<file path="src/hw/rtl/bda_pkg.sv">
// ----------------------------------------------------------------------------
// bda_pkg
// Shared types and constants for the binary to decimal ASCII converter.
// ----------------------------------------------------------------------------
`default_nettype none

package bda_pkg;

	// operand and digit geometry
	localparam int BIN_W      = 32;
	localparam int MAX_DIGITS = 10;
	localparam int BCD_W      = 4 * MAX_DIGITS;
	localparam int CNT_W      = $clog2(BIN_W);
	localparam int REM_W      = $clog2(MAX_DIGITS + 1);
	localparam int HALF_W     = 16;
	localparam int CHAR_W     = 6;

	// character codes, low six bits of ascii
	localparam logic [CHAR_W-1:0] CHAR_ZERO  = 6'(8'h30);
	localparam logic [CHAR_W-1:0] CHAR_MINUS = 6'(8'h2D);

	// mode codes for func
	localparam logic FUNC_UNSIGNED = 1'b0;
	localparam logic FUNC_SIGNED   = 1'b1;

	// controller states
	typedef enum logic [2:0] {
		ST_IDLE,
		ST_SHIFT,
		ST_SKIP,
		ST_SIGN,
		ST_DIGIT
	} state_t;

	// commands from controller to datapath
	typedef struct packed {
		logic load;
		logic shift;
		logic skip;
		logic emit_sign;
		logic emit_digit;
	} ctrl_cmd_t;

	// status from datapath to controller
	typedef struct packed {
		logic shift_last;
		logic lead_zero;
		logic one_left;
		logic neg;
	} dp_status_t;

endpackage

`default_nettype wire

</file>
<file path="src/hw/rtl/bda_ctrl.sv">
// ----------------------------------------------------------------------------
// bda_ctrl
// Sequencer: load, double-dabble shifts, leading zero skip, character output.
// ----------------------------------------------------------------------------
`default_nettype none

module bda_ctrl
	import bda_pkg::*;
(
	input  wire logic       clk,
	input  wire logic       arst_n,
	input  wire logic       start,
	input  wire dp_status_t status,
	output ctrl_cmd_t       cmd,
	output logic            busy
);

	state_t state_q;
	state_t state_d;

	// state register
	always_ff @(posedge clk or negedge arst_n) begin
		if (!arst_n) begin
			state_q <= ST_IDLE;
		end else begin
			state_q <= state_d;
		end
	end

	// next state and commands
	always_comb begin
		state_d = state_q;
		cmd     = '0;
		busy    = 1'b1;
		case (state_q)
			ST_IDLE: begin
				busy = 1'b0;
				if (start) begin
					cmd.load = 1'b1;
					state_d  = ST_SHIFT;
				end
			end
			ST_SHIFT: begin
				cmd.shift = 1'b1;
				if (status.shift_last) begin
					state_d = ST_SKIP;
				end
			end
			ST_SKIP: begin
				// drop leading zero digits, always keep the last one
				if (status.lead_zero && !status.one_left) begin
					cmd.skip = 1'b1;
				end else if (status.neg) begin
					state_d = ST_SIGN;
				end else begin
					state_d = ST_DIGIT;
				end
			end
			ST_SIGN: begin
				cmd.emit_sign = 1'b1;
				state_d       = ST_DIGIT;
			end
			ST_DIGIT: begin
				cmd.emit_digit = 1'b1;
				if (status.one_left) begin
					state_d = ST_IDLE;
				end
			end
			default: begin
				state_d = ST_IDLE;
			end
		endcase
	end

endmodule

`default_nettype wire

</file>
<file path="src/hw/rtl/bda_dp.sv">
// ----------------------------------------------------------------------------
// bda_dp
// Datapath: magnitude load, double-dabble BCD conversion, character register.
// ----------------------------------------------------------------------------
`default_nettype none

module bda_dp
	import bda_pkg::*;
(
	input  wire logic              clk,
	input  wire logic              arst_n,
	input  wire ctrl_cmd_t         cmd,
	input  wire logic [BIN_W-1:0]  value,
	input  wire logic              func,
	output dp_status_t             status,
	output logic [CHAR_W-1:0]      ascii_char,
	output logic                   last,
	output logic                   strobe
);

	logic [BIN_W-1:0]  bin_q;
	logic [BCD_W-1:0]  bcd_q;
	logic [CNT_W-1:0]  cnt_q;
	logic [REM_W-1:0]  rem_q;
	logic              neg_q;
	logic [CHAR_W-1:0] char_q;
	logic              last_q;
	logic              strobe_q;

	logic [BIN_W-1:0]  mag;
	logic              is_neg;
	logic [BCD_W-1:0]  bcd_adj;
	logic [3:0]        top_digit;

	// operand magnitude, signed mode reads the low half as two's complement
	always_comb begin
		is_neg = (func == FUNC_SIGNED) && value[HALF_W-1];
		if (is_neg) begin
			mag = BIN_W'((HALF_W+1)'(1 << HALF_W) - {1'b0, value[HALF_W-1:0]});
		end else if (func == FUNC_SIGNED) begin
			mag = BIN_W'(value[HALF_W-1:0]);
		end else begin
			mag = value;
		end
	end

	// add-3 correction on every digit ahead of the shift
	always_comb begin
		for (int i = 0; i < MAX_DIGITS; i++) begin
			if (bcd_q[4*i +: 4] >= 4'd5) begin
				bcd_adj[4*i +: 4] = bcd_q[4*i +: 4] + 4'd3;
			end else begin
				bcd_adj[4*i +: 4] = bcd_q[4*i +: 4];
			end
		end
	end

	assign top_digit = bcd_q[BCD_W-1 -: 4];

	// conversion registers
	always_ff @(posedge clk) begin
		if (cmd.load) begin
			bin_q <= mag;
			bcd_q <= '0;
		end else if (cmd.shift) begin
			bin_q <= {bin_q[BIN_W-2:0], 1'b0};
			bcd_q <= {bcd_adj[BCD_W-2:0], bin_q[BIN_W-1]};
		end else if (cmd.skip || cmd.emit_digit) begin
			bcd_q <= {bcd_q[BCD_W-5:0], 4'd0};
		end
	end

	// step and digit counters, sign flag
	always_ff @(posedge clk or negedge arst_n) begin
		if (!arst_n) begin
			cnt_q <= '0;
			rem_q <= '0;
			neg_q <= 1'b0;
		end else if (cmd.load) begin
			cnt_q <= '0;
			rem_q <= REM_W'(MAX_DIGITS);
			neg_q <= is_neg;
		end else if (cmd.shift) begin
			cnt_q <= cnt_q + 1'b1;
		end else if (cmd.skip || cmd.emit_digit) begin
			rem_q <= rem_q - 1'b1;
		end
	end

	// character output register
	always_ff @(posedge clk) begin
		if (cmd.emit_sign) begin
			char_q <= CHAR_MINUS;
			last_q <= 1'b0;
		end else if (cmd.emit_digit) begin
			char_q <= CHAR_ZERO + CHAR_W'(top_digit);
			last_q <= (rem_q == REM_W'(1));
		end
	end

	// transfer strobe
	always_ff @(posedge clk or negedge arst_n) begin
		if (!arst_n) begin
			strobe_q <= 1'b0;
		end else begin
			strobe_q <= cmd.emit_sign || cmd.emit_digit;
		end
	end

	assign status.shift_last = (cnt_q == CNT_W'(BIN_W - 1));
	assign status.lead_zero  = (top_digit == 4'd0);
	assign status.one_left   = (rem_q == REM_W'(1));
	assign status.neg        = neg_q;

	assign ascii_char = char_q;
	assign last       = last_q;
	assign strobe     = strobe_q;

endmodule

`default_nettype wire

</file>
<file path="src/hw/rtl/binary_to_decimal_ascii_core.sv">
// Each number is handled as a load, 32 double-dabble shifts, ten digit steps
// (leading zero skips plus emitted digits), one step leaving the skip loop and,
// for a negative number, a minus sign step; each suppressed leading zero delays
// the first character strobe. One character per cycle once output starts.
// Reset (arst_n low) returns to idle and clears the strobe; the receiver cannot stall.
// ----------------------------------------------------------------------------
// binary_to_decimal_ascii_core
// Prints an unsigned 32-bit or signed 16-bit number as decimal ASCII text.
// ----------------------------------------------------------------------------
`default_nettype none

module binary_to_decimal_ascii_core
	import bda_pkg::*;
(
	input  wire logic              clk,
	input  wire logic              arst_n,
	input  wire logic              start,
	output logic                   busy,
	input  wire logic [BIN_W-1:0]  value,
	input  wire logic              func,
	output logic [CHAR_W-1:0]      ascii_char,
	output logic                   last,
	output logic                   strobe
);

	ctrl_cmd_t  cmd;
	dp_status_t status;

	// sequencer
	bda_ctrl u_ctrl (
		.clk    (clk),
		.arst_n (arst_n),
		.start  (start),
		.status (status),
		.cmd    (cmd),
		.busy   (busy)
	);

	// conversion datapath
	bda_dp u_dp (
		.clk        (clk),
		.arst_n     (arst_n),
		.cmd        (cmd),
		.value      (value),
		.func       (func),
		.status     (status),
		.ascii_char (ascii_char),
		.last       (last),
		.strobe     (strobe)
	);

	// at most one datapath command per cycle
	a_cmd_onehot: assert property (@(posedge clk) disable iff (!arst_n)
		$onehot0(cmd))
		else $error("datapath commands overlap");

	// an accepted number keeps the block busy
	a_start_busy: assert property (@(posedge clk) disable iff (!arst_n)
		(start && !busy) |=> busy)
		else $error("busy not raised after start");

	// every transfer is a minus sign or a digit
	a_char_range: assert property (@(posedge clk) disable iff (!arst_n)
		strobe |-> (ascii_char == CHAR_MINUS ||
			(ascii_char >= CHAR_ZERO && ascii_char <= CHAR_ZERO + CHAR_W'(9))))
		else $error("character out of range");

	// the final character ends the burst
	a_last_gap: assert property (@(posedge clk) disable iff (!arst_n)
		(strobe && last) |=> !strobe)
		else $error("transfer right after final character");

	// a minus sign is never the final character
	a_sign_not_last: assert property (@(posedge clk) disable iff (!arst_n)
		(strobe && ascii_char == CHAR_MINUS) |-> !last)
		else $error("minus sign flagged last");

endmodule

`default_nettype wire
</file>
<file path="config.mk">
export PLATFORM = sky130hd
export DESIGN_NAME = binary_to_decimal_ascii_core
export DESIGN_NICKNAME = d
export VERILOG_FILES = /design/src/hw/rtl/bda_pkg.sv /design/src/hw/rtl/bda_ctrl.sv /design/src/hw/rtl/bda_dp.sv /design/src/hw/rtl/binary_to_decimal_ascii_core.sv
export SDC_FILE = /design/constraint.sdc
export NUM_CORES = 1
export LEC_CHECK = 0
export BUFFER_PORTS_ARGS = -buffer_cell sky130_fd_sc_hd__buf_2
export CAP_MARGIN = 20
export CORE_UTILIZATION = 54
export DETAILED_ROUTE_END_ITERATION = 10
export PLACE_DENSITY = 0.72
export SETUP_SLACK_MARGIN = 0.1
export SLEW_MARGIN = 15
export SYNTH_ARGS = -nofsm -noshare
export SYNTH_HDL_FRONTEND = slang
export SYNTH_HIERARCHICAL = 1
export SYNTH_SLANG_ARGS = --single-unit
export TNS_END_PERCENT = 1
</file>
<file path="constraint.sdc">
create_clock -name clk -period 2.2 [get_ports clk]
set_input_delay 0 -clock clk [delete_from_list [all_inputs] [get_ports clk]]
set_output_delay 0 -clock clk [all_outputs]
set_load 0.005 [all_outputs]
</file>
==> results.yml <==
sta:
  maxSlewViolCount: 0
  rsz0062_at_grt: "true"
  whs_ps: 49.2
  clock_skew_ps: 9.44
  clock.fmax_mhz: 475
  fin_crit_ps: 2100
  tns_ps: 0
  min_period_over_period_pct: 95.7
  tightest_slew_ps: 752
  hold_violations: 0
  setup_viol_count_final: 0
  relSlewSlack_pct: 49.4
routing:
  drt-wirelength-per-cell_um: 14.8
  dr.pass1.iters: 5
  wirelength_um: 11300
  drt_iter0_drc: 261
  vias: 4248
  drc: 0
  routed_via_density: 5.56
  drtAntennaViolNets: 0
global_routing:
  use_met1_pct: 29.4
  grt_first_pass_wirelength_um: 19000
  grt-ovfl-total: 0
  use_met3_pct: 4.74
  antenna_found_initial: 0
  busiest_layer: "met2"
  grt_max_degree: 72
  grt_pass1_vias: 4183
  grt_util_met2_pct: 41.1
  track_usage_pct: 23.3
synth:
  synthCells: 560
  synth_top_cell_area_share_pct: 18.4
  synthesis.nets: 621
  synth.distinct_cells: 53
  ys.flop_type: "dfxtp_1"
  synth_area_leaders: "edfxtp_1, dfxtp_1, dfrtp_1, ha_1, a211oi_1"
  synth_seq_area_share_pct: 42.8
  synth-edff-count: 32
  postSynthAreaPerCell_um2: 9.30
  async_flop_share_pct: 15.2
  synth-seq-cells: 92
  synth_warnings: 6
  synth_top_area_cell: "edfxtp_1"
  synth_area_um2: 5210
hold_path:
  whs_path_depth: 3
  hold_path.class: "in2reg"
critical_path:
  crit_arrival_ps: 2340
  required_ps: 2440
  cp-end-kind: "flip-flop"
  rr_worst_depth: 11
  crit_path_start_kind: "flip-flop"
  worstPathMaxFanout: 15
  critPathKind: "reg2reg"
cts:
  clockBufferDepth: 2
  cts_root_buffer: "clkbuf_8"
  htreeDepth: 3
  cts_buffers: 9
  clkLatencyLatePin_ps: 360
  clkSlewWorstSetupHoldPaths_ps: 100
  clock_sinks: 92
  cts_tree: "done"
cells_and_area:
  n_antenna_cell: 0
  most-common-layout-cells: "nor2_1, a21oi_1, dfxtp_1, buf_2, inv_1"
  fillerInstances: 736
  final_cells: 764
  final_common_cell: "nor2_1"
  drive_above_1_share_pct: 20.8
  area.growth.synth_to_final_pct: 21.6
  stdcell_area_um2: 6330
  finalNetCount: 691
placed_design:
  place_hpwl_um: 7020
  portBuffers: 43
  placed_area_um2: 5680
  routabilityCongestion: 0.846
  dp_cells: 720
floorplanning:
  ios: 45
  die_area_um2: 10000
  die_h_um: 100
  start_util_pct: 56.1
  core_um2: 9280
  rows: 35
  fp.dieW_um: 100
power_and_ir_drop:
  power.leakage_nw: 2.69
  irDropWorstVdd_mv: 0.820
  power_density_nw_per_um2: 1480
status:
  status: "complete, no violations"
flow_run:
  maxCapViolCount: 0
==> cell type report <==
class                   count  area (µm²)  share of cell area [%]
flip-flops and latches     92        2240                    35.3
inverters                  43         161                    2.55
multi-input cells         394        2810                    44.4
clock buffers               9         124                    1.96
clock inverters             7         105                    1.66
well taps                 129         161                    2.55
repair buffers             90         734                    11.6
==> layer usage <==
layer | wire length, µm | share of wire, %
met5 | 0 | 0
met1 | 5160 | 46
met2 | 5720 | 51
met4 | 91 | 0.80
met3 | 342 | 3.0
==> final timing paths <==
check,startpoint,endpoint,slack [ps]
max,u_dp/rem_q[1],u_dp/bcd_q[22],100
min,value[1],u_dp/bin_q[1],50
max reg2reg,u_dp/rem_q[1],u_dp/bcd_q[22],100
min reg2reg,u_dp/ascii_char[4],u_dp/ascii_char[4],480
max in group asynchronous,arst_n,u_dp/rem_q[0],1870
min in group asynchronous,arst_n,u_dp/rem_q[2],60
==> worst max-delay path, cell delays in order, from the launching register on <==
cell      delay, ps
dfrtp_1         410
inv_2            90
ha_4            120
nor3b_4         230
nor2b_4          60
and3_4          190
nor2_4          250
buf_12          150
buf_16          130
nor2b_1          50
a211oi_1        210
a211oi_1         80
==> report_power, final <==
part | internal [W] | switching (W) | leakage [nW]
combinational | 0.00223 | 0.00239 | 1.68
sequential | 0.00283 | 0.000577 | 0.895
clock | 0.000660 | 0.000656 | 0.113
total | 0.00572 | 0.00362 | 2.69
==> flip-flops by register name, summed over array words and instances, names as in the netlist <==
| register | flops |
|---|---|
| u_dp/neg_q | 1 |
| u_dp/strobe | 1 |
| u_ctrl/state_q | 3 |
| u_dp/ascii_char | 5 |
| u_dp/rem_q | 4 |
| u_dp/bin_q | 32 |
| u_dp/bcd_q | 40 |
| u_dp/last | 1 |
| u_dp/cnt_q | 5 |
==> logic make-up after synthesis <==
| group | Yosys count | synth area share (%) |
|---|---|---|
| buf+inv | 74 | 5.57 |
| other cells | 1 | 0.0720 |
| xor+xnor | 28 | 4.71 |
| flops | 92 | 42.8 |
| simple gates | 154 | 15.8 |
| fa+ha+maj | 25 | 6.00 |
| mux | 32 | 6.44 |
| compound gates | 154 | 18.6 |
==> cells in the mapped netlist, drive strengths merged, types with 3 or more instances <==
| cell | count |
|---|---|
| a32oi | 9 |
| buf | 9 |
| edfxtp | 32 |
| xor2 | 8 |
| mux2 | 12 |
| nand3b | 6 |
| dfrtp | 14 |
| clkbuf | 22 |
| or2 | 3 |
| a211o | 3 |
| nor3b | 21 |
| nand2 | 22 |
| nand2b | 12 |
| nor3 | 6 |
| and3 | 3 |
| nand3 | 3 |
| xnor2 | 20 |
| dfxtp | 46 |
| inv | 43 |
| a211oi | 36 |
| ha | 25 |
| mux2i | 20 |
| nor2b | 13 |
| o21ai | 40 |
| nor2 | 53 |
| a21oi | 45 |
| a31oi | 5 |
==> timing repair <==
item / CTS / global route
hold buffers: 20 / 0
endpoints found under the hold margin: 33 / 0
buffers inserted: 0 / 6
gates resized for setup: 2 / 28
setup endpoints to repair: 22 / 34
pin swaps: 0 / 17
cloned: 1 / 1
==> through the flow <==
stage / util (%) / power [W] / setup slack [ps]
after floorplan: - / 0.00659 / 29.0
after global placement: 61.2 / 0.00749 / 178
after detailed placement: 61.2 / 0.00772 / 26.6
after CTS: 66.3 / 0.00911 / 40.5
after global routing: 68.2 / 0.0101 / 9.73
final: 68.2 / 0.00934 / 95.2
No activity file was read; power rests on OpenSTA's default activity.
